$ cat config.mk
export PLATFORM = sky130hd
export DESIGN_NAME = bfsp_relax
export DESIGN_NICKNAME = d
export VERILOG_FILES = /design/src/rtl/bellman_ford_shortest_paths_core_assert.svh /design/src/rtl/bfsp_pkg.sv /design/src/rtl/bfsp_relax.sv
export SDC_FILE = /design/constraint.sdc
export NUM_CORES = 1
export LEC_CHECK = 0
export BUFFER_PORTS_ARGS = -buffer_cell sky130_fd_sc_hd__buf_2
export CAP_MARGIN = 20
export CORE_MARGIN = 3
export CORE_UTILIZATION = 42
export DETAILED_ROUTE_END_ITERATION = 10
export PLACE_DENSITY_LB_ADDON = 0.1
export SLEW_MARGIN = 20
export SYNTH_ARGS = -nofsm -noshare
export SYNTH_HDL_FRONTEND = slang
export SYNTH_SLANG_ARGS = --single-unit
$ cat constraint.sdc
create_clock -name clk_i -period 22.5 [get_ports clk_i]
set_clock_uncertainty 0.2 [all_clocks]
set_input_delay 6.75 -clock clk_i [delete_from_list [all_inputs] [get_ports clk_i]]
set_output_delay 6.75 -clock clk_i [all_outputs]
set_load 0.01 [all_outputs]
$ cat src/rtl/bellman_ford_shortest_paths_core_assert.svh
`ifndef BELLMAN_FORD_SHORTEST_PATHS_CORE_ASSERT_SVH
`define BELLMAN_FORD_SHORTEST_PATHS_CORE_ASSERT_SVH

// Same-cycle implication, sampled on clk_i and disabled during reset.
`define BFSP_ASSERT_NOW(label, ante, cons, msg) \
  label: assert property (@(posedge clk_i) disable iff (!rst_ni) (ante) |-> (cons)) \
    else $error(msg);

// Next-cycle implication, sampled on clk_i and disabled during reset.
`define BFSP_ASSERT_NEXT(label, ante, cons, msg) \
  label: assert property (@(posedge clk_i) disable iff (!rst_ni) (ante) |=> (cons)) \
    else $error(msg);

`endif

$ cat src/rtl/bfsp_pkg.sv
package bfsp_pkg;

  localparam int MAX_VERTICES_DEF = 64;
  localparam int WEIGHT_BITS_DEF  = 16;
  localparam int DIST_W           = 22;
  localparam int VERT_W           = 6;
  localparam int CFG_W            = 7;
  localparam logic [CFG_W-1:0] NUM_VERTICES_RESET = 7'd64;

  typedef enum logic [1:0] {
    OP_WRITE   = 2'd0,
    OP_CLEAR   = 2'd1,
    OP_COMPUTE = 2'd2
  } op_e;

  typedef enum logic [2:0] {
    ST_CLEAR,
    ST_IDLE,
    ST_INIT,
    ST_TAIL,
    ST_SCAN,
    ST_DRAIN,
    ST_EMIT
  } state_e;

  // What the execute stage does with the distance word read in the previous cycle.
  typedef enum logic [2:0] {
    K_NONE,
    K_INIT,
    K_TAIL,
    K_EDGE,
    K_OUT,
    K_NEG
  } kind_e;

  typedef struct packed {
    kind_e kind;
    logic  detect;
    logic  self_loop;
    logic  seed;
    logic  last;
  } issue_t;

endpackage

$ cat src/rtl/bfsp_relax.sv
module bfsp_relax #(
  parameter int MAX_VERTICES = bfsp_pkg::MAX_VERTICES_DEF,
  parameter int WEIGHT_BITS  = bfsp_pkg::WEIGHT_BITS_DEF,
  localparam int VW = $clog2(MAX_VERTICES),
  localparam int DW = bfsp_pkg::DIST_W
) (
  input  logic                              clk_i,
  input  logic                              rst_ni,
  input  bfsp_pkg::issue_t                  iss_i,
  input  logic [VW-1:0]                     iss_addr_i,
  input  logic [WEIGHT_BITS:0]              edge_rdata_i,
  input  logic [DW:0]                       dist_rdata_i,
  output logic                              dist_we_o,
  output logic [VW-1:0]                     dist_waddr_o,
  output logic [DW:0]                       dist_wdata_o,
  output logic                              cycle_o,
  output logic                              result_valid_o,
  output logic [bfsp_pkg::VERT_W-1:0]       vertex_o,
  output logic signed [DW-1:0]              distance_o,
  output logic                              unreachable_o,
  output logic                              negative_cycle_o,
  output logic                              last_o
);

  localparam int SUM_W = ((DW > WEIGHT_BITS) ? DW : WEIGHT_BITS) + 1;
  localparam logic signed [SUM_W-1:0] SumHi = SUM_W'(2 ** (DW - 1) - 1);
  localparam logic signed [SUM_W-1:0] SumLo = SUM_W'(-(2 ** (DW - 1)));

  bfsp_pkg::issue_t s1_q;
  logic [VW-1:0]    a1_q;
  logic             wr_en_q;
  logic [VW-1:0]    wr_addr_q;
  logic [DW:0]      wr_data_q;
  logic [DW:0]      tail_q;
  logic             cycle_q;

  logic                       out_valid_q, out_unr_q, out_neg_q, out_last_q;
  logic [bfsp_pkg::VERT_W-1:0] out_vertex_q;
  logic signed [DW-1:0]       out_dist_q;

  logic [DW:0]                dist_cur;
  logic signed [DW-1:0]       tail_d, k_d, cand;
  logic signed [WEIGHT_BITS-1:0] w;
  logic signed [SUM_W-1:0]    sum, k_ext;
  logic                       tail_fin, k_fin, present, relax_hit, det_hit;

  // The read issued in the previous cycle misses a write made at the same edge.
  assign dist_cur = (wr_en_q && wr_addr_q == a1_q) ? wr_data_q : dist_rdata_i;

  assign tail_fin = tail_q[DW];
  assign tail_d   = $signed(tail_q[DW-1:0]);
  assign k_fin    = dist_cur[DW];
  assign k_d      = $signed(dist_cur[DW-1:0]);
  assign present  = edge_rdata_i[WEIGHT_BITS];
  assign w        = $signed(edge_rdata_i[WEIGHT_BITS-1:0]);

  assign sum   = SUM_W'(tail_d) + SUM_W'(w);
  assign k_ext = SUM_W'(k_d);

  always_comb begin
    if (sum > SumHi) begin
      cand = SumHi[DW-1:0];
    end else if (sum < SumLo) begin
      cand = SumLo[DW-1:0];
    end else begin
      cand = sum[DW-1:0];
    end
  end

  // Relaxation uses the clamped sum; detection compares the exact one.
  assign relax_hit = tail_fin && present && (!k_fin || cand < k_d);
  assign det_hit   = tail_fin && present && (!k_fin || sum < k_ext);

  always_comb begin
    dist_we_o    = 1'b0;
    dist_waddr_o = a1_q;
    dist_wdata_o = {1'b1, cand};
    case (s1_q.kind)
      bfsp_pkg::K_INIT: begin
        dist_we_o    = 1'b1;
        dist_wdata_o = {s1_q.seed, {DW{1'b0}}};
      end
      bfsp_pkg::K_EDGE: begin
        dist_we_o = !s1_q.detect && relax_hit;
      end
      default: ;
    endcase
  end

  always_ff @(posedge clk_i or negedge rst_ni) begin
    if (!rst_ni) begin
      s1_q        <= '{kind: bfsp_pkg::K_NONE, detect: 1'b0, self_loop: 1'b0,
                       seed: 1'b0, last: 1'b0};
      wr_en_q     <= 1'b0;
      cycle_q     <= 1'b0;
      out_valid_q <= 1'b0;
    end else begin
      s1_q        <= iss_i;
      wr_en_q     <= dist_we_o;
      out_valid_q <= (s1_q.kind == bfsp_pkg::K_OUT) || (s1_q.kind == bfsp_pkg::K_NEG);
      if (s1_q.kind == bfsp_pkg::K_INIT) begin
        cycle_q <= 1'b0;
      end else if (s1_q.kind == bfsp_pkg::K_EDGE && s1_q.detect && det_hit) begin
        cycle_q <= 1'b1;
      end
    end
  end

  always_ff @(posedge clk_i) begin
    a1_q      <= iss_addr_i;
    wr_addr_q <= dist_waddr_o;
    wr_data_q <= dist_wdata_o;
    if (s1_q.kind == bfsp_pkg::K_TAIL) begin
      tail_q <= dist_cur;
    end else if (dist_we_o && s1_q.kind == bfsp_pkg::K_EDGE && s1_q.self_loop) begin
      // A self loop moves the tail itself; later heads in the row see the new value.
      tail_q <= dist_wdata_o;
    end
    if (s1_q.kind == bfsp_pkg::K_NEG) begin
      out_vertex_q <= '0;
      out_dist_q   <= '0;
      out_unr_q    <= 1'b0;
      out_neg_q    <= 1'b1;
      out_last_q   <= 1'b1;
    end else begin
      out_vertex_q <= bfsp_pkg::VERT_W'(a1_q);
      out_dist_q   <= k_fin ? k_d : '0;
      out_unr_q    <= !k_fin;
      out_neg_q    <= 1'b0;
      out_last_q   <= s1_q.last;
    end
  end

  assign cycle_o          = cycle_q;
  assign result_valid_o   = out_valid_q;
  assign vertex_o         = out_vertex_q;
  assign distance_o       = out_dist_q;
  assign unreachable_o    = out_unr_q;
  assign negative_cycle_o = out_neg_q;
  assign last_o           = out_last_q;

endmodule

Word-level counts from Yosys, hierarchy flattened
Cells that the tools add are included.
{"block": "classes", "addsub": 1, "magnitude_cmp": 4, "n_eq_ne": 6, "muxes": 10, "bitwise": 1, "n_reduce_logical": 17}
{"cell": "2-to-1 mux 23 bit", "n": 4}
{"cell": "2-to-1 mux 22 bit", "n": 2}
{"cell": "adder 22 x 16 -> 23 bit", "n": 1}
{"cell": "> comparator 23 x 22 -> 1 bit, second input constant", "n": 1}
{"cell": "less-than comparator 23 x 22 -> 1 bit", "n": 1}
{"cell": "less-than comparator 23 x 22 -> 1 bit, second input constant", "n": 1}
{"cell": "less-than comparator 22 bit", "n": 1}
{"cell": "logical AND 1 bit", "n": 9}
{"cell": "equality test 3 x 2 -> 1 bit, second input constant", "n": 2}
{"cell": "equality test 3 bit, second input constant", "n": 2}
{"cell": "equality test 6 bit", "n": 1}
{"cell": "nonzero test 2 bit", "n": 2}
{"cell": "equality test 3 x 1 -> 1 bit, second input constant", "n": 1}
{"cell": "logical OR 1 bit", "n": 3}
{"cell": "2-to-1 mux 1 bit", "n": 3}
{"cell": "logical NOT 1 bit", "n": 2}
{"cell": "one-hot mux 1 bit (2 select lines)", "n": 1}
{"cell": "OR reduction 2 bit", "n": 1}
{"cell": "NOT 1 bit", "n": 1}
{"block": "totals", "regBits": 99, "input_bits": 55, "out_inout_bits": 63, "wordCells": 56}

Logic depth before layout (Yosys ltp)
{"block": "logic_depth", "word_depth": 13, "mapped_depth": 22}

Worst setup path before layout
No wires, ideal clock.
{"block": "synth_timing", "path_type": "input-to-output", "startpoint": "in edge_rdata_i[0]", "endpoint": "out dist_we_o", "arrival_time_ps": 10795, "required_ps": 15550, "setup_slack_ps": 4755, "path_stages": 19, "n_path_buf": 1, "path_cell_list": "ha_1 -> inv_1 -> fa_1 -> nor2b_1 -> o2111ai_1 -> a2111oi_2 -> o21ai_1 -> o31ai_4 -> clkbuf_1 -> maj3_1 -> ha_1 -> and4_1 -> and2_1 -> and4_1 -> a211o_1 -> a21oi_1 -> a21oi_1 -> a311oi_1 -> o31ai_1"}
{"block": "synth_via", "elab_chain_cells": 9, "elab_cells_between_ends": 10, "classes_between": "1 x add/sub; 3 x order compare; 3 x mux; 3 x reduce/logical"}
{"element": "from (decl)", "line": "bfsp_relax.sv:11", "rtl": "input logic [WEIGHT_BITS:0] edge_rdata_i,"}
{"element": "adder 22 x 16 -> 23 bit (*)", "line": "bfsp_relax.sv:57", "rtl": "assign sum = SUM_W'(tail_d) + SUM_W'(w);"}
{"element": "less-than comparator 23 x 22 -> 1 bit", "line": "bfsp_relax.sv:63", "rtl": "end else if (sum < SumLo) begin"}
{"element": "2-to-1 mux 22 bit", "line": "bfsp_relax.sv:63"}
{"element": "2-to-1 mux 22 bit (*)", "line": "bfsp_relax.sv:61", "rtl": "if (sum > SumHi) begin"}
{"element": "less-than comparator 22 bit (*)", "line": "bfsp_relax.sv:71", "rtl": "assign relax_hit = tail_fin && present && (!k_fin || cand < k_d);"}
{"element": "logical OR 1 bit (*)", "line": "bfsp_relax.sv:71"}
{"element": "logical AND 1 bit (*)", "line": "bfsp_relax.sv:71"}
{"element": "logical AND 1 bit (*)", "line": "bfsp_relax.sv:84", "rtl": "dist_we_o = !s1_q.detect && relax_hit;"}
{"element": "one-hot mux 1 bit (2 select lines) (*)", "line": "bfsp_relax.sv:78", "rtl": "case (s1_q.kind)"}
{"element": "to (decl)", "line": "bfsp_relax.sv:13", "rtl": "output logic dist_we_o,"}
Mark *: on every way between the ends. The rest lies on a longest branch, timed or not.

Worst setup path after layout
Same ends and word-level chain as after synthesis.

==> impl_metrics.yaml <==
setup_path:
  arrival_ps: 12120
  crit_cells: 22
  critPathTopFamily: "compound AO/OA/AOI/OAI gates"
  cpMaxStageDelayCell: "o31ai_4"
  path_common_cell: "inv_1"
  critPathMaxFanout: 25
  startpoint: "edge_rdata_i[0]"
  worstSetupStartpointType: "input port"
  r2r_cells: 21
  slowest_delay_ps: 960
  critPathRequiredTime_ps: 15550
  crit_chain: "buf_2 > ha_1 > inv_1 > fa_1 > nor2b_1 > o2111ai_1 > a2111oi_2 > o21ai_1 > o31ai_4 > inv_1 > maj3_1 > inv_1 > ha_1 > nand2_1 > nor2_1 > and4_1 > a211o_1 > a21oi_1 > a21oi_1 > a311oi_1 > o31ai_1 > buf_2"
  reg2reg_from: "tail_q[0]"
  end_kind: "primary output"
  criticalPathCategory: "input port to primary output"
  timing.critical_path.buf_inv: 5
sta:
  hold_viol: 0
  finalSetupTns_ps: 0
  fmax_mhz: 52.4
  finalCritPeriodShare_pct: 84.7
  hold_ws_ps: 192
  setup_slack_ps: 3430
  worst_slew_pin_slew_ps: 1080
  rsz0062_at_grt: "false"
  setup_viol: 0
  period_needed_ps: 19070
  slew_headroom_pct: 27.7
  slew_violations: 0
routing:
  antenna_left: 0
  routed-wl-met2_mm: 6.61
  vias: 4503
  dr.max_layer_used: "met5"
  avgViaCountPerCell: 5.30
  drcViolationCount: 0
  met1Wirelength_mm: 6.98
  drt-pass1-iter-count: 5
  wl_per_cell_um: 17.3
  drt-total-wl_mm: 14.7
  met3_length_um: 895
  drtIter0Drc: 250
cts:
  numCtsBuffers: 9
  clk_pin_slew_ps: 70
  cts_hold_buffers: 0
  cts_tree: "done"
  clock_latency_ps: 350
  root_buffer: "clkbuf_16"
  clock_tree.htree_level_count: 3
  cts_resized: 0
  cts_sinks: 99
  clockBufferDepth: 2
  post-cts-setup-buffer-count: 0
synth:
  ys_seq_area_share_pct: 40.9
  syn_avg_cell_area_sq_um: 9.86
  synth_compound_area_share_pct: 15.3
  syn-num-nets: 682
  ys.flop_type: "dfxtp_1"
  synthAdderAreaFrac_pct: 18.4
  yosysWarningCount: 0
  synth-simple-area-share_pct: 14.5
  ys_ff_latch: 99
  synth_edf_count: 23
  netlist_instances: 561
  synth_top_family_by_area: "adder cells"
  syn-cell-area_sq_mm: 0.00553
  synth_mux_area_share_pct: 4.16
  synth-xor-area-share_pct: 3.64
  synth_cell_types: 59
  async_reset_ff_share_pct: 10.1
pwr:
  leakage_nw: 2.98
  power_frac_seq_pct: 39.3
  p_int_mw: 0.357
  p_per_area_mw_per_mm2: 79.2
  vdd_drop_max_mv: 0.0558
  p_sw_mw: 0.167
  combPwrFrac_pct: 28.7
  switching_share_pct: 31.9
  p_total_mw: 0.525
  pwr-share-clk_pct: 32.0
layout:
  nFillCells: 1218
  layout.nets: 794
  final_layout_size_suffix_gt1_share_pct: 21.5
  multi_input_area_sq_mm: 0.00312
  diodes: 0
  area_delta_synth_final_pct: 19.8
  register_area_sq_mm: 0.00226
hold_path:
  hold_path.class: "flip-flop to flip-flop"
  hold_start: "dist_waddr_o[1]"
  hold_depth: 0
floorplanning:
  ios: 118
  die-height_um: 121
  rows: 41
  die_area_sq_mm: 0.0146
  die_w_um: 121
  core_area_sq_mm: 0.0127
  initial_core_util_pct: 43.5
global_routing:
  grt_pass1_vias: 4521
  grt_overflow: 0
  grt_pass1_wl_mm: 23.5
  grt_start_max_net_pins: 42
  track_usage_pct: 20.7
  grt_antenna_before_repair: 1
place:
  place.gp.congestion: 0.880
  place_ws_ps: 3490
  dp_hpwl_mm: 11.3
  port_buffers: 117
job:
  maxCapViolations: 0
status:
  status: "complete, no violations"
==> state kept, by name, summed over array words and instances (netlist names), 6 cells and up <==
name	cells
s1_q	7
wr_data_q	23
dist_waddr_o	6
wr_addr_q	6
distance_o	22
vertex_o	6
tail_q	23
==> cell families after synthesis <==
family                   Yosys count
AO/OA/AOI/OAI                    129
XOR/XNOR                          23
adder cells (fa/ha/maj)           84
buffers and inverters             43
flip-flops                        99
multiplexers                      23
AND/OR/NAND/NOR                  160
==> path summary, 6_finish.rpt <==
check	end	slack [ps]
max in group asynchronous	cycle_o	15870
max	dist_we_o	3430
min in group asynchronous	s1_q[0]	6050
max reg2reg	tail_q[9]	16260
min reg2reg	wr_addr_q[1]	190
min	wr_addr_q[1]	190
==> worst reg2reg max path, delay by kind of cell (launching register included) <==
family	cells	cell delay, ps
AO/OA/AOI/OAI	9	2960
AND/OR/NAND/NOR	4	490
buffers and inverters	4	650
adder cells (fa/ha/maj)	4	1270
flip-flops	1	360
==> power by group through the flow <==
stage	clock [mW]	sequential [mW]	combinational [mW]
after floorplan	0	0.211	0.0987
after global placement	0	0.210	0.147
after detailed placement	0	0.210	0.149
after CTS	0.171	0.206	0.150
after global routing	0.178	0.208	0.169
final	0.168	0.206	0.151
==> metrics by stage <==
stage	std cells	area, sq um	util (%)
detailed placement	834	6300	49.5
finish	850	6630	52.1
CTS	850	6630	52.1
floorplan	561	5530	-
global route	850	6630	52.1
global placement	834	6300	49.5
==> layout by cell type, fill, tap and decap left out, drive strengths merged, types with 3 or more instances in the layout <==
cell type,instances
o211ai,3
nand2,36
inv,26
a211oi,4
and4,4
o2111ai,3
buf,120
dfrtp,10
nand3,9
ha,65
edfxtp,23
o21ai,34
nand2b,5
nor2,46
nand4,9
and2,19
nor2b,22
o21a,5
o22ai,5
a21oi,38
xor2,8
nor3,3
clkbuf,10
mux2i,23
xnor2,15
a21boi,4
maj3,18
dfxtp,66
clkinv,3
o21bai,3
a21o,11
==> cells in the mapped netlist, drive strengths merged (8+ instances only) <==
cell	n	area, sq um
a21o	11	82.6
mux2i	23	230
dfxtp	66	1320
clkbuf	14	52.6
nand2	36	135
dfrtp	10	250
maj3	18	181
nand4	9	56.3
and2	19	119
ha	65	813
o21ai	34	170
nand3	9	45.0
nor2b	22	138
xor2	8	70.1
xnor2	15	131
a21oi	38	190
inv	23	86.3
nor2	46	173
edfxtp	23	691
==> layer usage <==
metal | global-route usage [%] | up-vias
met5 | 0 | -
met4 | 6.44 | 2
met3 | 5.33 | 17
met2 | 31.8 | 143
met1 | 28.6 | 2089
li1 | - | 2252
==> final cells by class <==
cell class              instances  area share [%]
clock buffers                  10            3.78
clock inverters                 6            1.19
inverters                      24            1.44
multi-input cells             419            47.0
flip-flops and latches         99            34.1
well taps                     172            3.25
repair buffers                120            9.18
No activity file was read; power rests on OpenSTA's default activity.
