==> config.mk <==
export PLATFORM = sky130hd
export DESIGN_NAME = bfsp_seq
export DESIGN_NICKNAME = d
export VERILOG_FILES = /design/src/rtl/bellman_ford_shortest_paths_core_assert.svh /design/src/rtl/bfsp_pkg.sv /design/src/rtl/bfsp_seq.sv
export SDC_FILE = /design/constraint.sdc
export NUM_CORES = 1
export LEC_CHECK = 0
export BUFFER_PORTS_ARGS = -buffer_cell sky130_fd_sc_hd__buf_2
export CAP_MARGIN = 20
export CORE_ASPECT_RATIO = 0.5
export CORE_UTILIZATION = 25
export CTS_CLUSTER_DIAMETER = 100
export DETAILED_ROUTE_END_ITERATION = 8
export MAX_ROUTING_LAYER = met4
export PLACE_DENSITY = 0.56
export SLEW_MARGIN = 20
export SYNTH_ARGS = -nofsm -noshare
export SYNTH_HDL_FRONTEND = slang
export SYNTH_SLANG_ARGS = --single-unit
==> constraint.sdc <==
create_clock -name clk_i -period 2 [get_ports clk_i]
set_clock_uncertainty 0.2 [all_clocks]
set_input_delay 0.3 -clock clk_i [delete_from_list [all_inputs] [get_ports clk_i]]
set_output_delay 0.3 -clock clk_i [all_outputs]
set_load 0.05 [all_outputs]
==> src/rtl/bellman_ford_shortest_paths_core_assert.svh <==
`ifndef BELLMAN_FORD_SHORTEST_PATHS_CORE_ASSERT_SVH
`define BELLMAN_FORD_SHORTEST_PATHS_CORE_ASSERT_SVH

// Same-cycle implication, sampled on clk_i and disabled during reset.
`define BFSP_ASSERT_NOW(label, ante, cons, msg) \
  label: assert property (@(posedge clk_i) disable iff (!rst_ni) (ante) |-> (cons)) \
    else $error(msg);

// Next-cycle implication, sampled on clk_i and disabled during reset.
`define BFSP_ASSERT_NEXT(label, ante, cons, msg) \
  label: assert property (@(posedge clk_i) disable iff (!rst_ni) (ante) |=> (cons)) \
    else $error(msg);

`endif

==> src/rtl/bfsp_pkg.sv <==
package bfsp_pkg;

  localparam int MAX_VERTICES_DEF = 64;
  localparam int WEIGHT_BITS_DEF  = 16;
  localparam int DIST_W           = 22;
  localparam int VERT_W           = 6;
  localparam int CFG_W            = 7;
  localparam logic [CFG_W-1:0] NUM_VERTICES_RESET = 7'd64;

  typedef enum logic [1:0] {
    OP_WRITE   = 2'd0,
    OP_CLEAR   = 2'd1,
    OP_COMPUTE = 2'd2
  } op_e;

  typedef enum logic [2:0] {
    ST_CLEAR,
    ST_IDLE,
    ST_INIT,
    ST_TAIL,
    ST_SCAN,
    ST_DRAIN,
    ST_EMIT
  } state_e;

  // What the execute stage does with the distance word read in the previous cycle.
  typedef enum logic [2:0] {
    K_NONE,
    K_INIT,
    K_TAIL,
    K_EDGE,
    K_OUT,
    K_NEG
  } kind_e;

  typedef struct packed {
    kind_e kind;
    logic  detect;
    logic  self_loop;
    logic  seed;
    logic  last;
  } issue_t;

endpackage

==> src/rtl/bfsp_seq.sv <==
module bfsp_seq #(
  parameter int MAX_VERTICES = bfsp_pkg::MAX_VERTICES_DEF,
  parameter int WEIGHT_BITS  = bfsp_pkg::WEIGHT_BITS_DEF,
  localparam int VW   = $clog2(MAX_VERTICES),
  localparam int EA_W = $clog2(MAX_VERTICES * MAX_VERTICES)
) (
  input  logic                           clk_i,
  input  logic                           rst_ni,
  input  logic                           start_i,
  output logic                           busy_o,
  input  logic [1:0]                     operation_i,
  input  logic [bfsp_pkg::VERT_W-1:0]    from_vertex_i,
  input  logic [bfsp_pkg::VERT_W-1:0]    to_vertex_i,
  input  logic signed [WEIGHT_BITS-1:0]  weight_i,
  input  logic [bfsp_pkg::VERT_W-1:0]    source_vertex_i,
  input  logic                           cfg_we_i,
  input  logic [bfsp_pkg::CFG_W-1:0]     cfg_wdata_i,
  input  logic                           cycle_i,
  output logic                           edge_we_o,
  output logic [EA_W-1:0]                edge_waddr_o,
  output logic [WEIGHT_BITS:0]           edge_wdata_o,
  output logic [EA_W-1:0]                edge_raddr_o,
  output bfsp_pkg::issue_t               iss_o,
  output logic [VW-1:0]                  iss_addr_o
);

  localparam int CNT_W = $clog2(MAX_VERTICES + 1);
  localparam int NV_W  = (CNT_W > bfsp_pkg::CFG_W) ? CNT_W : bfsp_pkg::CFG_W;

  bfsp_pkg::state_e state_q, state_d;

  logic [bfsp_pkg::CFG_W-1:0] num_vertices_q;
  logic [EA_W-1:0]            clr_q;
  logic [EA_W-1:0]            row_q;
  logic [VW-1:0]              j_q, k_q, pass_q, n_m1_q, src_q;
  logic                       src_ok_q, detect_q;

  logic [NV_W-1:0] n_eff;
  logic            accept, src_ok, edge_ok, clr_last, k_end, j_end, neg;

  // Out-of-range register values fold to the nearest usable vertex count.
  always_comb begin
    if (num_vertices_q == '0) begin
      n_eff = NV_W'(1);
    end else if (NV_W'(num_vertices_q) > NV_W'(MAX_VERTICES)) begin
      n_eff = NV_W'(MAX_VERTICES);
    end else begin
      n_eff = NV_W'(num_vertices_q);
    end
  end

  assign accept   = start_i && (state_q == bfsp_pkg::ST_IDLE);
  assign src_ok   = NV_W'(source_vertex_i) < n_eff;
  assign edge_ok  = (int'(from_vertex_i) < MAX_VERTICES) && (int'(to_vertex_i) < MAX_VERTICES);
  assign clr_last = clr_q == EA_W'(MAX_VERTICES * MAX_VERTICES - 1);
  assign k_end    = k_q == n_m1_q;
  assign j_end    = j_q == n_m1_q;
  assign neg      = detect_q && cycle_i;

  always_comb begin
    state_d = state_q;
    case (state_q)
      bfsp_pkg::ST_CLEAR: begin
        if (clr_last) state_d = bfsp_pkg::ST_IDLE;
      end
      bfsp_pkg::ST_IDLE: begin
        if (accept && operation_i == bfsp_pkg::OP_CLEAR) begin
          state_d = bfsp_pkg::ST_CLEAR;
        end else if (accept && operation_i == bfsp_pkg::OP_COMPUTE) begin
          state_d = bfsp_pkg::ST_INIT;
        end
      end
      bfsp_pkg::ST_INIT: begin
        if (k_end) state_d = src_ok_q ? bfsp_pkg::ST_TAIL : bfsp_pkg::ST_EMIT;
      end
      bfsp_pkg::ST_TAIL: state_d = bfsp_pkg::ST_SCAN;
      bfsp_pkg::ST_SCAN: begin
        if (k_end) begin
          state_d = (j_end && detect_q) ? bfsp_pkg::ST_DRAIN : bfsp_pkg::ST_TAIL;
        end
      end
      bfsp_pkg::ST_DRAIN: state_d = bfsp_pkg::ST_EMIT;
      bfsp_pkg::ST_EMIT: begin
        if (neg || k_end) state_d = bfsp_pkg::ST_IDLE;
      end
      default: state_d = bfsp_pkg::ST_IDLE;
    endcase
  end

  always_comb begin
    busy_o       = state_q != bfsp_pkg::ST_IDLE;
    edge_we_o    = 1'b0;
    edge_waddr_o = clr_q;
    edge_wdata_o = '0;
    edge_raddr_o = EA_W'(row_q + EA_W'(k_q));
    iss_o        = '{kind: bfsp_pkg::K_NONE, detect: 1'b0, self_loop: 1'b0,
                     seed: 1'b0, last: 1'b0};
    iss_addr_o   = k_q;
    case (state_q)
      bfsp_pkg::ST_CLEAR: begin
        edge_we_o = 1'b1;
      end
      bfsp_pkg::ST_IDLE: begin
        if (accept && operation_i == bfsp_pkg::OP_WRITE && edge_ok) begin
          edge_we_o    = 1'b1;
          edge_waddr_o = EA_W'(int'(from_vertex_i) * MAX_VERTICES + int'(to_vertex_i));
          edge_wdata_o = {1'b1, weight_i};
        end
      end
      bfsp_pkg::ST_INIT: begin
        iss_o.kind = bfsp_pkg::K_INIT;
        iss_o.seed = src_ok_q && (k_q == src_q);
      end
      bfsp_pkg::ST_TAIL: begin
        iss_o.kind = bfsp_pkg::K_TAIL;
        iss_addr_o = j_q;
      end
      bfsp_pkg::ST_SCAN: begin
        iss_o.kind      = bfsp_pkg::K_EDGE;
        iss_o.detect    = detect_q;
        iss_o.self_loop = k_q == j_q;
      end
      bfsp_pkg::ST_EMIT: begin
        iss_o.kind = neg ? bfsp_pkg::K_NEG : bfsp_pkg::K_OUT;
        iss_o.last = k_end;
      end
      default: ;
    endcase
  end

  always_ff @(posedge clk_i or negedge rst_ni) begin
    if (!rst_ni) begin
      state_q        <= bfsp_pkg::ST_CLEAR;
      num_vertices_q <= bfsp_pkg::NUM_VERTICES_RESET;
      clr_q          <= '0;
      row_q          <= '0;
      j_q            <= '0;
      k_q            <= '0;
      pass_q         <= '0;
      n_m1_q         <= '0;
      src_q          <= '0;
      src_ok_q       <= 1'b0;
      detect_q       <= 1'b0;
    end else begin
      state_q <= state_d;
      if (cfg_we_i) begin
        num_vertices_q <= cfg_wdata_i;
      end
      case (state_q)
        bfsp_pkg::ST_CLEAR: begin
          clr_q <= EA_W'(clr_q + 1'b1);
        end
        bfsp_pkg::ST_IDLE: begin
          clr_q    <= '0;
          k_q      <= '0;
          n_m1_q   <= VW'(n_eff - NV_W'(1));
          src_q    <= VW'(source_vertex_i);
          src_ok_q <= src_ok;
        end
        bfsp_pkg::ST_INIT: begin
          if (k_end) begin
            k_q      <= '0;
            j_q      <= '0;
            row_q    <= '0;
            pass_q   <= '0;
            detect_q <= src_ok_q && (n_m1_q == '0);
          end else begin
            k_q <= VW'(k_q + 1'b1);
          end
        end
        bfsp_pkg::ST_SCAN: begin
          if (k_end) begin
            k_q <= '0;
            if (j_end) begin
              j_q      <= '0;
              row_q    <= '0;
              pass_q   <= VW'(pass_q + 1'b1);
              detect_q <= detect_q || (VW'(pass_q + 1'b1) == n_m1_q);
            end else begin
              j_q   <= VW'(j_q + 1'b1);
              row_q <= EA_W'(row_q + EA_W'(MAX_VERTICES));
            end
          end else begin
            k_q <= VW'(k_q + 1'b1);
          end
        end
        bfsp_pkg::ST_DRAIN: begin
          k_q <= '0;
        end
        bfsp_pkg::ST_EMIT: begin
          k_q <= VW'(k_q + 1'b1);
        end
        default: ;
      endcase
    end
  end

endmodule

## Yosys cells after proc, flatten, opt, wreduce, memory -nomap -nowiden

Cells that the tools add are included.

- Word-level logic and storage cells: 105
- Bits of input ports: 48
- Register bits: 66
- Output and inout bits: 56

- Eq/ne operators: 21
- Mux-type cells: 41
- Add/sub/neg operators: 8
- Magnitude comparators: 2
- Reduce and logical (&&, ||, !) cells: 22

Operators by type and width:

| operator | count |
|---|---|
| $mux W12 | 5 |
| $pmux W12 S2 | 2 |
| $mux W6 | 7 |
| $mux W17 | 2 |
| $eq A6 B6 Y1 | 5 |
| $add A12 B6 Y12 | 2 |
| $mux W3 | 8 |
| $pmux W6 S2 | 2 |
| $pmux W3 S7 | 1 |
| $add A6 B1 Y6 const B | 3 |
| $pmux W6 S3 | 1 |
| $mux W7 | 2 |
| $add A12 B1 Y12 const B | 1 |
| $add A12 B7 Y12 const B | 1 |
| $eq A12 B12 Y1 const B | 1 |
| $pmux W3 S4 | 1 |
| $ne A2 B2 Y1 const B | 5 |
| $eq A3 B3 Y1 const B | 3 |
| $logic_and A1 B1 Y1 | 8 |
| $gt A7 B7 Y1 const B | 1 |
| $logic_not A7 Y1 | 1 |
| $lt A6 B7 Y1 | 1 |
| $mux W1 | 7 |
| $eq A3 B2 Y1 const B | 2 |
| other kinds (17) | 22 |

## Logic depth before layout (Yosys ltp)

Gate-level depths: netlist of run 1.

- Word-level depth: 6
- Depth in mapped cells: 8
- Mapped depth without buffers: 7

## Least setup slack after synthesis of run 1

OpenSTA, ideal clock, no wires.

- Path kind: register to output
- Start point: register state_q[2]
- End point: output iss_o[2] (netlist bit)
- Setup slack: -1.066 ns
- Arrival time: 2.566 ns
- Required time: 1.500 ns
- Stages on the path, launching flop included: 6
- Path buffers: 2
- Cell sequence: dfrtp_1 > buf_2 > nor2b_1 > nand2_1 > clkbuf_1 > nor4_1

RTL lines:

| what | RTL line | RTL |
|---|---|---|
| from (decl) | bfsp_seq.sv:30 | `bfsp_pkg::state_e state_q, state_d;` |
| from (signal assigned) | bfsp_seq.sv:133 | `state_q <= bfsp_pkg::ST_CLEAR;` |
| from (signal assigned) | bfsp_seq.sv:145 | `state_q <= state_d;` |
| to (decl) | bfsp_seq.sv:23 | `output bfsp_pkg::issue_t iss_o,` |

## Worst setup path after layout of run 1

- Start point: register state_q[1]
- End point: output edge_waddr_o[10]

- Word-level cells in the longest chain between the ends: 5

RTL lines:

| what | RTL line | RTL |
|---|---|---|
| $eq A3 B1 Y1 (*) | bfsp_seq.sv:52, bfsp_seq.sv:99 |  |
| $logic_and A1 B1 Y1 | bfsp_seq.sv:52 | `assign accept = start_i && (state_q == bfsp_pkg::ST_IDLE);` |
| $logic_and A1 B1 Y1 | bfsp_seq.sv:104 | `if (accept && operation_i == bfsp_pkg::OP_WRITE && edge_ok) begin` |
| $mux W12 | bfsp_seq.sv:104 |  |
| $mux W12 (*) | bfsp_seq.sv:99 | `case (state_q)` |
| to (decl) | bfsp_seq.sv:20 | `output logic [EA_W-1:0] edge_waddr_o,` |

Mark *: on every way between the ends. The rest lies on a longest branch, timed or not.

==> flow_summary_export.csv, run 1 <==
group,metric,value,unit
detailed_routing,vias,4406,
finish,n_antenna_cell,0,
synthesis,synth_top_family_by_area,"simple AND/OR/NAND/NOR gates",
detailed_routing,drc_errors,0,
detailed_routing,routedWlPerCell,16.6,µm
placed_design,io_buffers,103,
synthesis,synth-xor-area-share,8.75,%
synthesis,syn_nets,526,
worst_setup_path,path_cells,"nor2_2 -> nand2_2 -> nor3_4 -> buf_12 -> clkbuf_16 -> mux2_4 -> buf_6",
finish,area_delta_synth_final,80.4,%
synthesis,synth_compound_area_share,15.6,%
synthesis,synth_warnings,0,
synthesis,synth_simple_gate_area_share,21.2,%
grt,grt_max_degree,61,
grt,antenna_found_initial,0,
worst_setup_path,path_buf_inv,3,
synthesis,synth_top_cell_by_area,"dfrtp_1",
detailed_routing,viasPerCell,4.85,
placed_design,place_hpwl,9.15,mm
power,internal_power,5.85,mW
worst_setup_path,critPathCaptureType,"primary output",
synthesis,avgSynthCellArea,9.02,µm²
die,die_area,0.0174,mm²
synthesis,synth_area_leaders,"dfrtp_1, mux2_2, xor2_1",
outcome,status,"finished, violations left",
clock_tree,path_clk_slew,0.06,ns
finish,nFillCells,1476,
timing,fin_crit_sh,119,%
synthesis,synth-edff-count,0,
detailed_routing,drtIter0Drc,218,
placed_design,gp_congestion,0.883,
worst_hold_path,hold_path.class,"primary input to flop",
synthesis,synth_most_common_cell,"dfrtp_1",
power,sequentialPowerShare,17.6,%
die,start_util,25.7,%
clock_tree,tritoncts,"built",
finish,fin_nets,736,
synthesis,yosysUniqueCellTypes,63,
synthesis,netlist_top_cells_count,"dfrtp_1, nand2_1, o21ai_0",
timing,setup_violations,66,
power,combPwrFrac,64.3,%
worst_setup_path,cp_top_family,"buffers and inverters",
timing,finalHoldViolCount,0,
power,p_sw_share,42.8,%
synthesis,synth.area.mux_share,9.22,%
worst_setup_path,cp_data_required_time,1.50,ns
power,power_switching,4.38,mW
worst_setup_path,crit_fanout,7,
synthesis,syn_inst,466,
grt,grt_pass1_vias,4173,
worst_setup_path,crit-reg2reg-launch,"n_m1_q[5]",
synthesis,syn_area,0.00421,mm²
power,ir_drop,648,µV
worst_setup_path,startpoint,"state_q[1]",
power,power_frac_clock,18.1,%
finish,post-route-util,46.3,%
die,die_h,93.7,µm
synthesis,synth_seq_area_share,35.7,%
detailed_routing,drt-total-wl,15.1,mm
die,die_w,185,µm
clock_tree,cts_buffers,9,
grt,grt_pass1_wl,21.3,mm
finish,layout-drive-gt1-share,58.1,%
outcome,violations,"setup timing",
grt,gr-usage-all-layers,16.3,%
worst_setup_path,cp-start-kind,"flop",
clock_tree,cts_root_buf,"clkbuf_16",
timing,setup_slack,-0.373,ns
worst_setup_path,cp.arrival,1.87,ns
timing,max_freq,421,MHz
flow_run,maxCapViolations,0,
timing,period_needed,2.37,ns
timing,rsz0062_at_grt,"yes",
synthesis,synth_top_area_share,35.1,%
clock_tree,clockBufferDepth,2,
clock_tree,clk_latency,0.32,ns
power,p_leak,3.44,nW
worst_hold_path,hp-start,"cfg_wdata_i[2]",
synthesis,synthAdderAreaFrac,3.84,%
detailed_routing,ant_nets,0,
worst_setup_path,cpPeakStageDelay,0.39,ns
timing,final_max_slew_viol_count,0,
timing,whs,0.0129,ns
grt,grt_overflow_total,0,
timing,fin_setup_tns,-13.81,ns
synthesis,synthArstFlopShare,100,%
die,num_rows,33,
clock_tree,cts.sinks,60,
synthesis,ys.flop_type,"dfrtp_1",
worst_setup_path,cp_slowest_cell,"dfrtp_1",
clock_tree,htreeDepth,3,
synthesis,synth-seq-cells,60,
worst_setup_path,path_class,"flop to primary output",
die,core_area,0.0164,mm²
die,ios,104,
detailed_routing,firstDrtPassIters,4,
power,p_per_area,1350,mW/mm²
stage by stage:
stage,power (mW),cell area [µm²],instances,setup slack (ns)
finish,10.2,7590,908,-0.373
global placement,6.19,5620,837,-0.101
detailed placement,6.24,5620,837,-0.118
floorplan,4.76,4430,466,-0.140
CTS,9.03,6770,885,-0.393
global route,10.7,7590,908,-0.441
per-layer routing:
layer	wire length (µm)	global-route usage, %	share of wire, %
met5	0	-	0
met4	332	5.30	2.2
met3	715	2.52	4.7
met2	7570	27.6	50
met1	6480	20.0	43
path summary, 6_finish.rpt:
path | end | slack, ns | cells past startpoint
max in group asynchronous | num_vertices_q[6] | 0.95 | 3
hold reg to reg | clr_q[4] | 0.33 | 1
min in group asynchronous | row_q[11] | 0.30 | 3
hold / removal | num_vertices_q[2] | 0.01 | 2
setup / recovery | edge_waddr_o[10] | -0.37 | 7
setup reg to reg | pass_q[0] | -0.25 | 8
cell families (layout without fill, tap and decap cells):
logic type               Yosys count  count (layout)
AO/OA/AOI/OAI                    100             101
XOR/XNOR                          42              42
adder cells (fa/ha/maj)           13              13
buffers and inverters             51             264
flip-flops                        60              60
multiplexers                      35              35
other                              1               1
AND/OR/NAND/NOR                  164             165
what timing repair did:
item | CTS | global route
pin swaps | 9 | 51
hold buffers | 4 | 0
buffers inserted | 26 | 25
resized for setup | 138 | 151
cloned | 3 | 3
hold endpoints to repair | 62 | 0
setup endpoints to repair | 69 | 77
power groups by stage:
stage          clock network, mW  logic, mW  registers [mW]
2_1_floorplan                  0       3.00            1.75
6_report                    1.85       6.58            1.80
3_5_place_dp                   0       4.46            1.79
4_1_cts                     1.89       5.38            1.76
5_1_grt                     1.95       6.96            1.83
3_3_place_gp                   0       4.42            1.77
sequential cells by signal (all words and copies together), names as in the netlist:
name and count:
detect_q 1, row_q 6, j_q 6, k_q 6
pass_q 6, state_q 3, clr_q 12, src_q 6
src_ok_q 1, n_m1_q 6, num_vertices_q 7
cell type report:
class                           count  area, µm²  area share, %
Clock inverter                      5        106           1.40
Clock buffer                       11        253           3.33
Multi-Input combinational cell    357       3200           42.2
Tap cell                          227        284           3.74
Inverter                           12       60.1          0.792
Timing Repair Buffer              236       2180           28.7
Sequential cell                    60       1510           19.8
placed cells by master (no fill, tap or decap), types with 5 or more instances in the layout:
master and n:
ha_1 11, nor2_2 5, xnor2_1 14, o21ai_0 18, and2_4 17, a21oi_2 5, a21oi_4 5, a21oi_1 7
buf_6 45, nor3_1 5, nand2b_1 9, a22o_1 6, and3_1 9, buf_12 8, mux2i_1 5, buf_2 59
dfrtp_1 57, xor2_2 9, xor2_1 10, clkbuf_16 11, mux2_4 15, xnor2_2 6, nand4_1 16, inv_1 9
nor2_1 18, o21ai_2 6, nand2_1 28, buf_4 86, mux2_2 15, nand3_1 15, buf_8 30, o21ai_1 7
(Power assumes the default switching activity.)
==> run 2, diff against run 1 <==
--- a/config.mk
+++ b/config.mk
@@ -7,2 +7,3 @@
 export LEC_CHECK = 0
+export ABC_CLOCK_PERIOD_IN_PS = 2000
 export BUFFER_PORTS_ARGS = -buffer_cell sky130_fd_sc_hd__buf_2
==> constraint.sdc (replaced) <==
create_clock -name clk_i -period 2 [get_ports clk_i]
set_clock_uncertainty 0.2 [all_clocks]
set_input_delay 0.2 -clock clk_i [delete_from_list [all_inputs] [get_ports clk_i]]
set_output_delay 0.2 -clock clk_i [all_outputs]
set_load 0.05 [all_outputs]
==> flow_summary_export.csv, run 2 (same netlist as run 1, synthesis figures left out) <==
group,metric,value,unit
clock_tree,cts.sinks,60,
power,power_switching,4.02,mW
worst_setup_path,path_buf_inv,3,
finish,fin_nets,725,
worst_setup_path,cp.depth,7,
grt,grt_pass1_wl,21.0,mm
detailed_routing,viasPerCell,4.82,
grt,grt_pass1_vias,4252,
worst_setup_path,reg2reg_to,"row_q[7]",
power,power_frac_clock,16.0,%
finish,layout-drive-gt1-share,53.9,%
power,combPwrFrac,64.1,%
grt,gr-usage-all-layers,16.1,%
finish,post-route-util,44.0,%
detailed_routing,ant_nets,0,
power,ir_drop,539,µV
timing,finalHoldViolCount,0,
grt,grt_overflow_total,0,
timing,final_max_slew_viol_count,0,
worst_setup_path,crit_fanout,7,
worst_setup_path,reg2reg_depth,9,
worst_setup_path,r2r_slack,-0.14,ns
detailed_routing,wl_met2,6.84,mm
outcome,violations,"setup timing",
worst_setup_path,cp-start-kind,"flop",
worst_setup_path,crit_end,"edge_waddr_o[7]",
power,sequentialPowerShare,20.0,%
die,die_w,185,µm
detailed_routing,routedWlPerCell,15.6,µm
worst_setup_path,cp_data_required_time,1.60,ns
worst_setup_path,cp_slowest_cell,"dfrtp_1",
finish,largest_reg_flops,12,
die,num_rows,33,
clock_tree,tritoncts,"built",
power,internal_power,5.05,mW
worst_setup_path,cp_top_family,"buffers and inverters",
worst_setup_path,path_cells,"nor2_2 -> nand2_2 -> nor3_4 -> buf_6 -> buf_16 -> mux2_4 -> buf_8",
power,p_leak,3.26,nW
timing,whs,0.0414,ns
finish,fin_cells,897,
detailed_routing,top_layer,"met4",
timing,fin_crit_sh,113,%
clock_tree,clk_latency,0.34,ns
timing,setup_slack,-0.261,ns
placed_design,place_hpwl,9.13,mm
worst_setup_path,cpPeakStageDelay,0.40,ns
worst_hold_path,hold_path.class,"primary input to flop",
timing,period_needed,2.26,ns
clock_tree,cts_root_buf,"clkbuf_16",
die,core_area,0.0164,mm²
clock_tree,path_clk_slew,0.05,ns
clock_tree,htreeDepth,3,
power,p_sw_share,44.3,%
timing,rsz0062_at_grt,"yes",
timing,setup_violations,56,
finish,final_common_cell,"buf_4",
detailed_routing,drc_errors,0,
detailed_routing,detailroute.wirelength.met3,553,µm
worst_setup_path,crit-reg2reg-launch,"state_q[2]",
finish,final_cell_mix,"buf_4, buf_2, dfrtp_1, buf_6, buf_8",
grt,antenna_found_initial,0,
die,die_area,0.0174,mm²
clock_tree,cts_buffers,9,
timing,max_freq,442,MHz
flow_run,maxCapViolations,0,
placed_design,dp.cells,831,
worst_setup_path,cp.arrival,1.86,ns
detailed_routing,drtIter0Drc,225,
detailed_routing,vias,4326,
die,ios,104,
finish,n_antenna_cell,0,
worst_setup_path,startpoint,"state_q[2]",
worst_setup_path,path_class,"flop to primary output",
outcome,status,"finished, violations left",
finish,nFillCells,1517,
finish,area_delta_synth_final,71.5,%
die,die_h,93.7,µm
worst_setup_path,critPathCaptureType,"primary output",
power,p_per_area,1260,mW/mm²
finish,reg_top3,"clr_q (12), num_vertices_q (7)",
detailed_routing,drt-total-wl,14.0,mm
grt,grt_max_degree,61,
placed_design,io_buffers,103,
clock_tree,clockBufferDepth,2,
detailed_routing,drt-met1-wl,6.26,mm
placed_design,gp_congestion,0.900,
finish,top_register,"clr_q",
detailed_routing,firstDrtPassIters,4,
die,start_util,25.7,%
run 2: changes by cell type in the layout (fill, tap and decap cells not counted), moves of 3 or more:
cell           previous run  this run
o21ai_4                   4         1
nor2_2                    5         2
o21ai_2                   6        10
buf_4                    86        75
dlygate4sd3_1             4        14
xor2_2                    9         3
bufinv_16                 3         0
xor2_1                   10        18
buf_6                    45        39
clkinv_2                  0         3
run 2: worst min-delay path by stage:
stage	start	to	slack, ns	cells past startpoint
floorplan	rst_ni	clr_q[0]	-0.30	0
global placement	rst_ni	clr_q[2]	0.04	2
detailed placement	rst_ni	clr_q[2]	0.05	2
CTS	cfg_we_i	num_vertices_q[1]	0.03	2
global route	cfg_we_i	num_vertices_q[5]	0.04	2
finish	cfg_we_i	num_vertices_q[1]	0.04	2
run 2: layout make-up:
type / instances / area, µm² / area share, %
inverters: 12 / 50.0 / 0.694
multi-input cells: 357 / 3030 / 42.0
repair buffers: 225 / 2070 / 28.6
clock inverters: 6 / 40.0 / 0.555
well taps: 227 / 284 / 3.94
clock buffers: 10 / 239 / 3.31
flip-flops and latches: 60 / 1510 / 20.9
run 2: power groups by stage:
stage               sequential [mW]  combinational, mW  clock, mW
global placement               1.81               4.34          0
CTS                            1.79               5.18       1.49
floorplan                      1.75               2.95          0
global route                   1.85               6.20       1.54
detailed placement             1.82               4.37          0
finish                         1.81               5.82       1.45
run 2: per-layer routing:
| metal | vias up | global-route usage [%] |
|---|---|---|
| met5 | - | - |
| met1 | 2108 | 18.5 |
| met3 | 27 | 3.26 |
| met2 | 117 | 27.4 |
| li1 | 2074 | - |
| met4 | 0 | 6.96 |
run 2: per-stage QoR:
step	area (µm²)	setup slack (ns)	power [mW]	TNS [ns]
floorplan	4380	-0.0895	4.70	-0.485
detailed placement	5560	-0.0610	6.19	-0.371
global route	7210	-0.329	9.59	-12.33
finish	7210	-0.261	9.07	-8.20
CTS	6810	-0.318	8.47	-9.60
global placement	5560	-0.0288	6.16	-0.0822
run 2: timing repair:
action / 4_1_cts / 5_1_grt
cloned: 4 / 2
endpoints found under the hold margin: 73 / 0
endpoints found under the setup margin: 57 / 81
setup buffers: 18 / 17
pin swaps: 32 / 33
hold buffers: 14 / 0
resized for setup: 178 / 92
==> run 3, diff against run 2 <==
Settings changed: ABC_AREA set to 1, REMOVE_ABC_BUFFERS set to 1.
==> flow_summary_export.csv, run 3 <==
group,metric,value,unit
grt,use_met3,2.92,%
grt,grt_overflow_total,0,
finish,final_common_cell,"nand2_1",
grt,top_usage_layer,"met2",
placed_design,io_buffers,103,
power,internal_power,2.46,mW
grt,gr-usage-all-layers,16.3,%
detailed_routing,vias,4704,
synthesis,synth-seq-cells,60,
worst_setup_path,r2r_slack,0.03,ns
clock_tree,cts.sinks,60,
clock_tree,clockBufferDepth,2,
timing,setup_violations,41,
synthesis,synth_seq_area_share,34.1,%
timing,period_needed,2.24,ns
worst_setup_path,cpPeakStageDelay,0.39,ns
worst_setup_path,cp_top_family,"buffers and inverters",
worst_setup_path,path_buf_inv,5,
detailed_routing,drc_errors,0,
die,num_rows,33,
detailed_routing,routedWlPerCell,13.4,µm
timing,max_freq,445,MHz
timing,setup_slack,-0.245,ns
clock_tree,cts_root_buf,"clkbuf_16",
grt,grt_pass1_vias,4531,
die,die_h,95.8,µm
synthesis,synthArstFlopShare,100,%
worst_setup_path,cp_common_cell,"inv_2",
clock_tree,cts_buffers,9,
detailed_routing,viasPerCell,4.45,
detailed_routing,firstDrtPassIters,4,
worst_setup_path,crit_fanout,6,
synthesis,syn_area,0.00440,mm²
detailed_routing,ant_nets,0,
clock_tree,tritoncts,"built",
finish,n_antenna_cell,0,
finish,fin_nets,884,
power,combPwrFrac,8.7,%
worst_setup_path,cp-start-kind,"flop",
worst_setup_path,path_class,"flop to primary output",
power,sequentialPowerShare,38.7,%
outcome,violations,"setup timing",
die,die_area,0.0182,mm²
detailed_routing,drtIter0Drc,177,
power,power_switching,0.745,mW
finish,design_area,0.00697,mm²
worst_setup_path,cp.arrival,1.84,ns
detailed_routing,drt-total-wl,14.1,mm
power,p_sw_share,23.3,%
synthesis,synth_top_cell_by_area,"dfrtp_1",
die,die_w,190,µm
grt,antenna_found_initial,0,
placed_design,place_hpwl,9.71,mm
clock_tree,clk_latency,0.34,ns
synthesis,synth-edff-count,0,
finish,nFillCells,1677,
finish,largest_reg_flops,12,
finish,fin_cells,1056,
timing,finalHoldViolCount,0,
die,core_area,0.0168,mm²
worst_setup_path,cp_slowest_cell,"dfrtp_1",
worst_hold_path,hold_path.class,"primary input to flop",
synthesis,syn_inst,643,
synthesis,synth_top_area_share,33.6,%
synthesis,synth_warnings,0,
worst_setup_path,path_cells,"inv_2 -> nand2_4 -> nor2_4 -> inv_2 -> nor3_4 -> buf_6 -> buf_16 -> o21ai_1 -> buf_4",
clock_tree,htreeDepth,3,
finish,top_register,"clr_q",
synthesis,avgSynthCellArea,6.84,µm²
worst_setup_path,reg2reg_depth,10,
timing,final_max_slew_viol_count,0,
synthesis,synth_area_leaders,"dfrtp_1, nand2_1, inv_1",
timing,fin_crit_sh,112,%
placed_design,gp_congestion,0.846,
worst_setup_path,cp.depth,9,
finish,final_cell_mix,"nand2_1, inv_1, buf_4, buf_2, buf_6",
timing,rsz0062_at_grt,"yes",
finish,area_delta_synth_final,58.4,%
die,start_util,26.2,%
die,ios,104,
grt,met2_usage,27.1,%
clock_tree,path_clk_slew,0.05,ns
grt,grt_use_met1,20.6,%
synthesis,synth_most_common_cell,"nand2_1",
synthesis,ys.flop_type,"dfrtp_1",
grt,grt_max_degree,61,
outcome,status,"finished, violations left",
power,p_per_area,459,mW/mm²
synthesis,netlist_top_cells_count,"nand2_1, inv_1, dfrtp_1",
flow_run,maxCapViolations,0,
power,p_leak,3.41,nW
worst_hold_path,whs_path_depth,4,
placed_design,dpl-instance-area,0.00537,mm²
grt,grt_pass1_wl,22.5,mm
finish,layout-drive-gt1-share,39.6,%
worst_setup_path,critPathCaptureType,"primary output",
power,power_frac_clock,52.6,%
power,ir_drop,339,µV
synthesis,yosysUniqueCellTypes,41,
finish,reg_top3,"clr_q (12), num_vertices_q (7)",
worst_setup_path,cp_data_required_time,1.60,ns
placed_design,dp.cells,987,
## run 3: area by class of cell
class                           instances  area (µm²)  area share (%)
Multi-Input combinational cell        463        2790            40.0
Timing Repair Buffer                  196        1680            24.0
Sequential cell                        60        1520            21.8
Inverter                               93         370            5.31
Tap cell                              227         284            4.07
Clock buffer                            9         225            3.23
Clock inverter                          7        98.8            1.42
Timing Repair inverter                  1        11.3           0.162
## run 3: kinds of logic after synthesis
group / share of synthesized area, %
AND/OR/NAND/NOR: 33.9
buffers and inverters: 11.6
multiplexers: 1.28
adder cells (fa/ha/maj): 3.41
XOR/XNOR: 4.78
AO/OA/AOI/OAI: 10.8
flip-flops: 34.1
other: 0.0852
## run 3: metrics by stage
stage / setup WS (ns) / total power [mW] / hold WS, ns / util (%) / setup TNS, ns
final: -0.245 / 3.20 / 0.0955 / 41.5 / -7.13
after global routing: -0.349 / 3.35 / 0.115 / 41.5 / -11.22
after CTS: -0.199 / 3.24 / 0.0788 / 39.5 / -4.99
after detailed placement: 0.0434 / 1.49 / 0.0422 / 32.0 / 0
after global placement: 0.0897 / 1.48 / 0.0415 / 32.0 / 0
after floorplan: -1.36 / 1.36 / -0.296 / - / -39.77
## run 3: routing by layer
metal  vias up  part of all wire (%)
met5         -                     0
met4         0                  0.98
met3        12                   2.8
met2        62                    48
met1      2231                    48
li1       2399                     -
## run 3: power groups by stage
| stage | Clock (mW) | Combinational [mW] | Sequential (mW) |
|---|---|---|---|
| after floorplan | 0 | 0.102 | 1.26 |
| after global placement | 0 | 0.226 | 1.26 |
| after detailed placement | 0 | 0.232 | 1.26 |
| after CTS | 1.74 | 0.267 | 1.24 |
| after global routing | 1.79 | 0.314 | 1.24 |
| final | 1.69 | 0.277 | 1.24 |
## run 3: final timing paths
check                            from                end
hold / removal                start_i         state_q[0]
min in group asynchronous      rst_ni  num_vertices_q[5]
max in group asynchronous      rst_ni             k_q[4]
setup reg to reg           state_q[0]             k_q[1]
hold reg to reg              src_ok_q           src_ok_q
setup / recovery           state_q[1]    edge_waddr_o[4]
## run 3: worst register-to-register path, delay by kind of cell (launching register included)
kind | cells | cell delay, ns
compound gates | 1 | 0.09
buf+inv | 4 | 0.59
flops | 1 | 0.44
simple gates | 5 | 0.52
## run 3: repair_timing
action                                 CTS  global route
setup buffers                           22            12
hold buffers                            17             0
resized for setup                      171            65
pin swaps                                9            13
setup endpoints to repair               44            50
endpoints found under the hold margin   73             0
gates cloned                             3             1
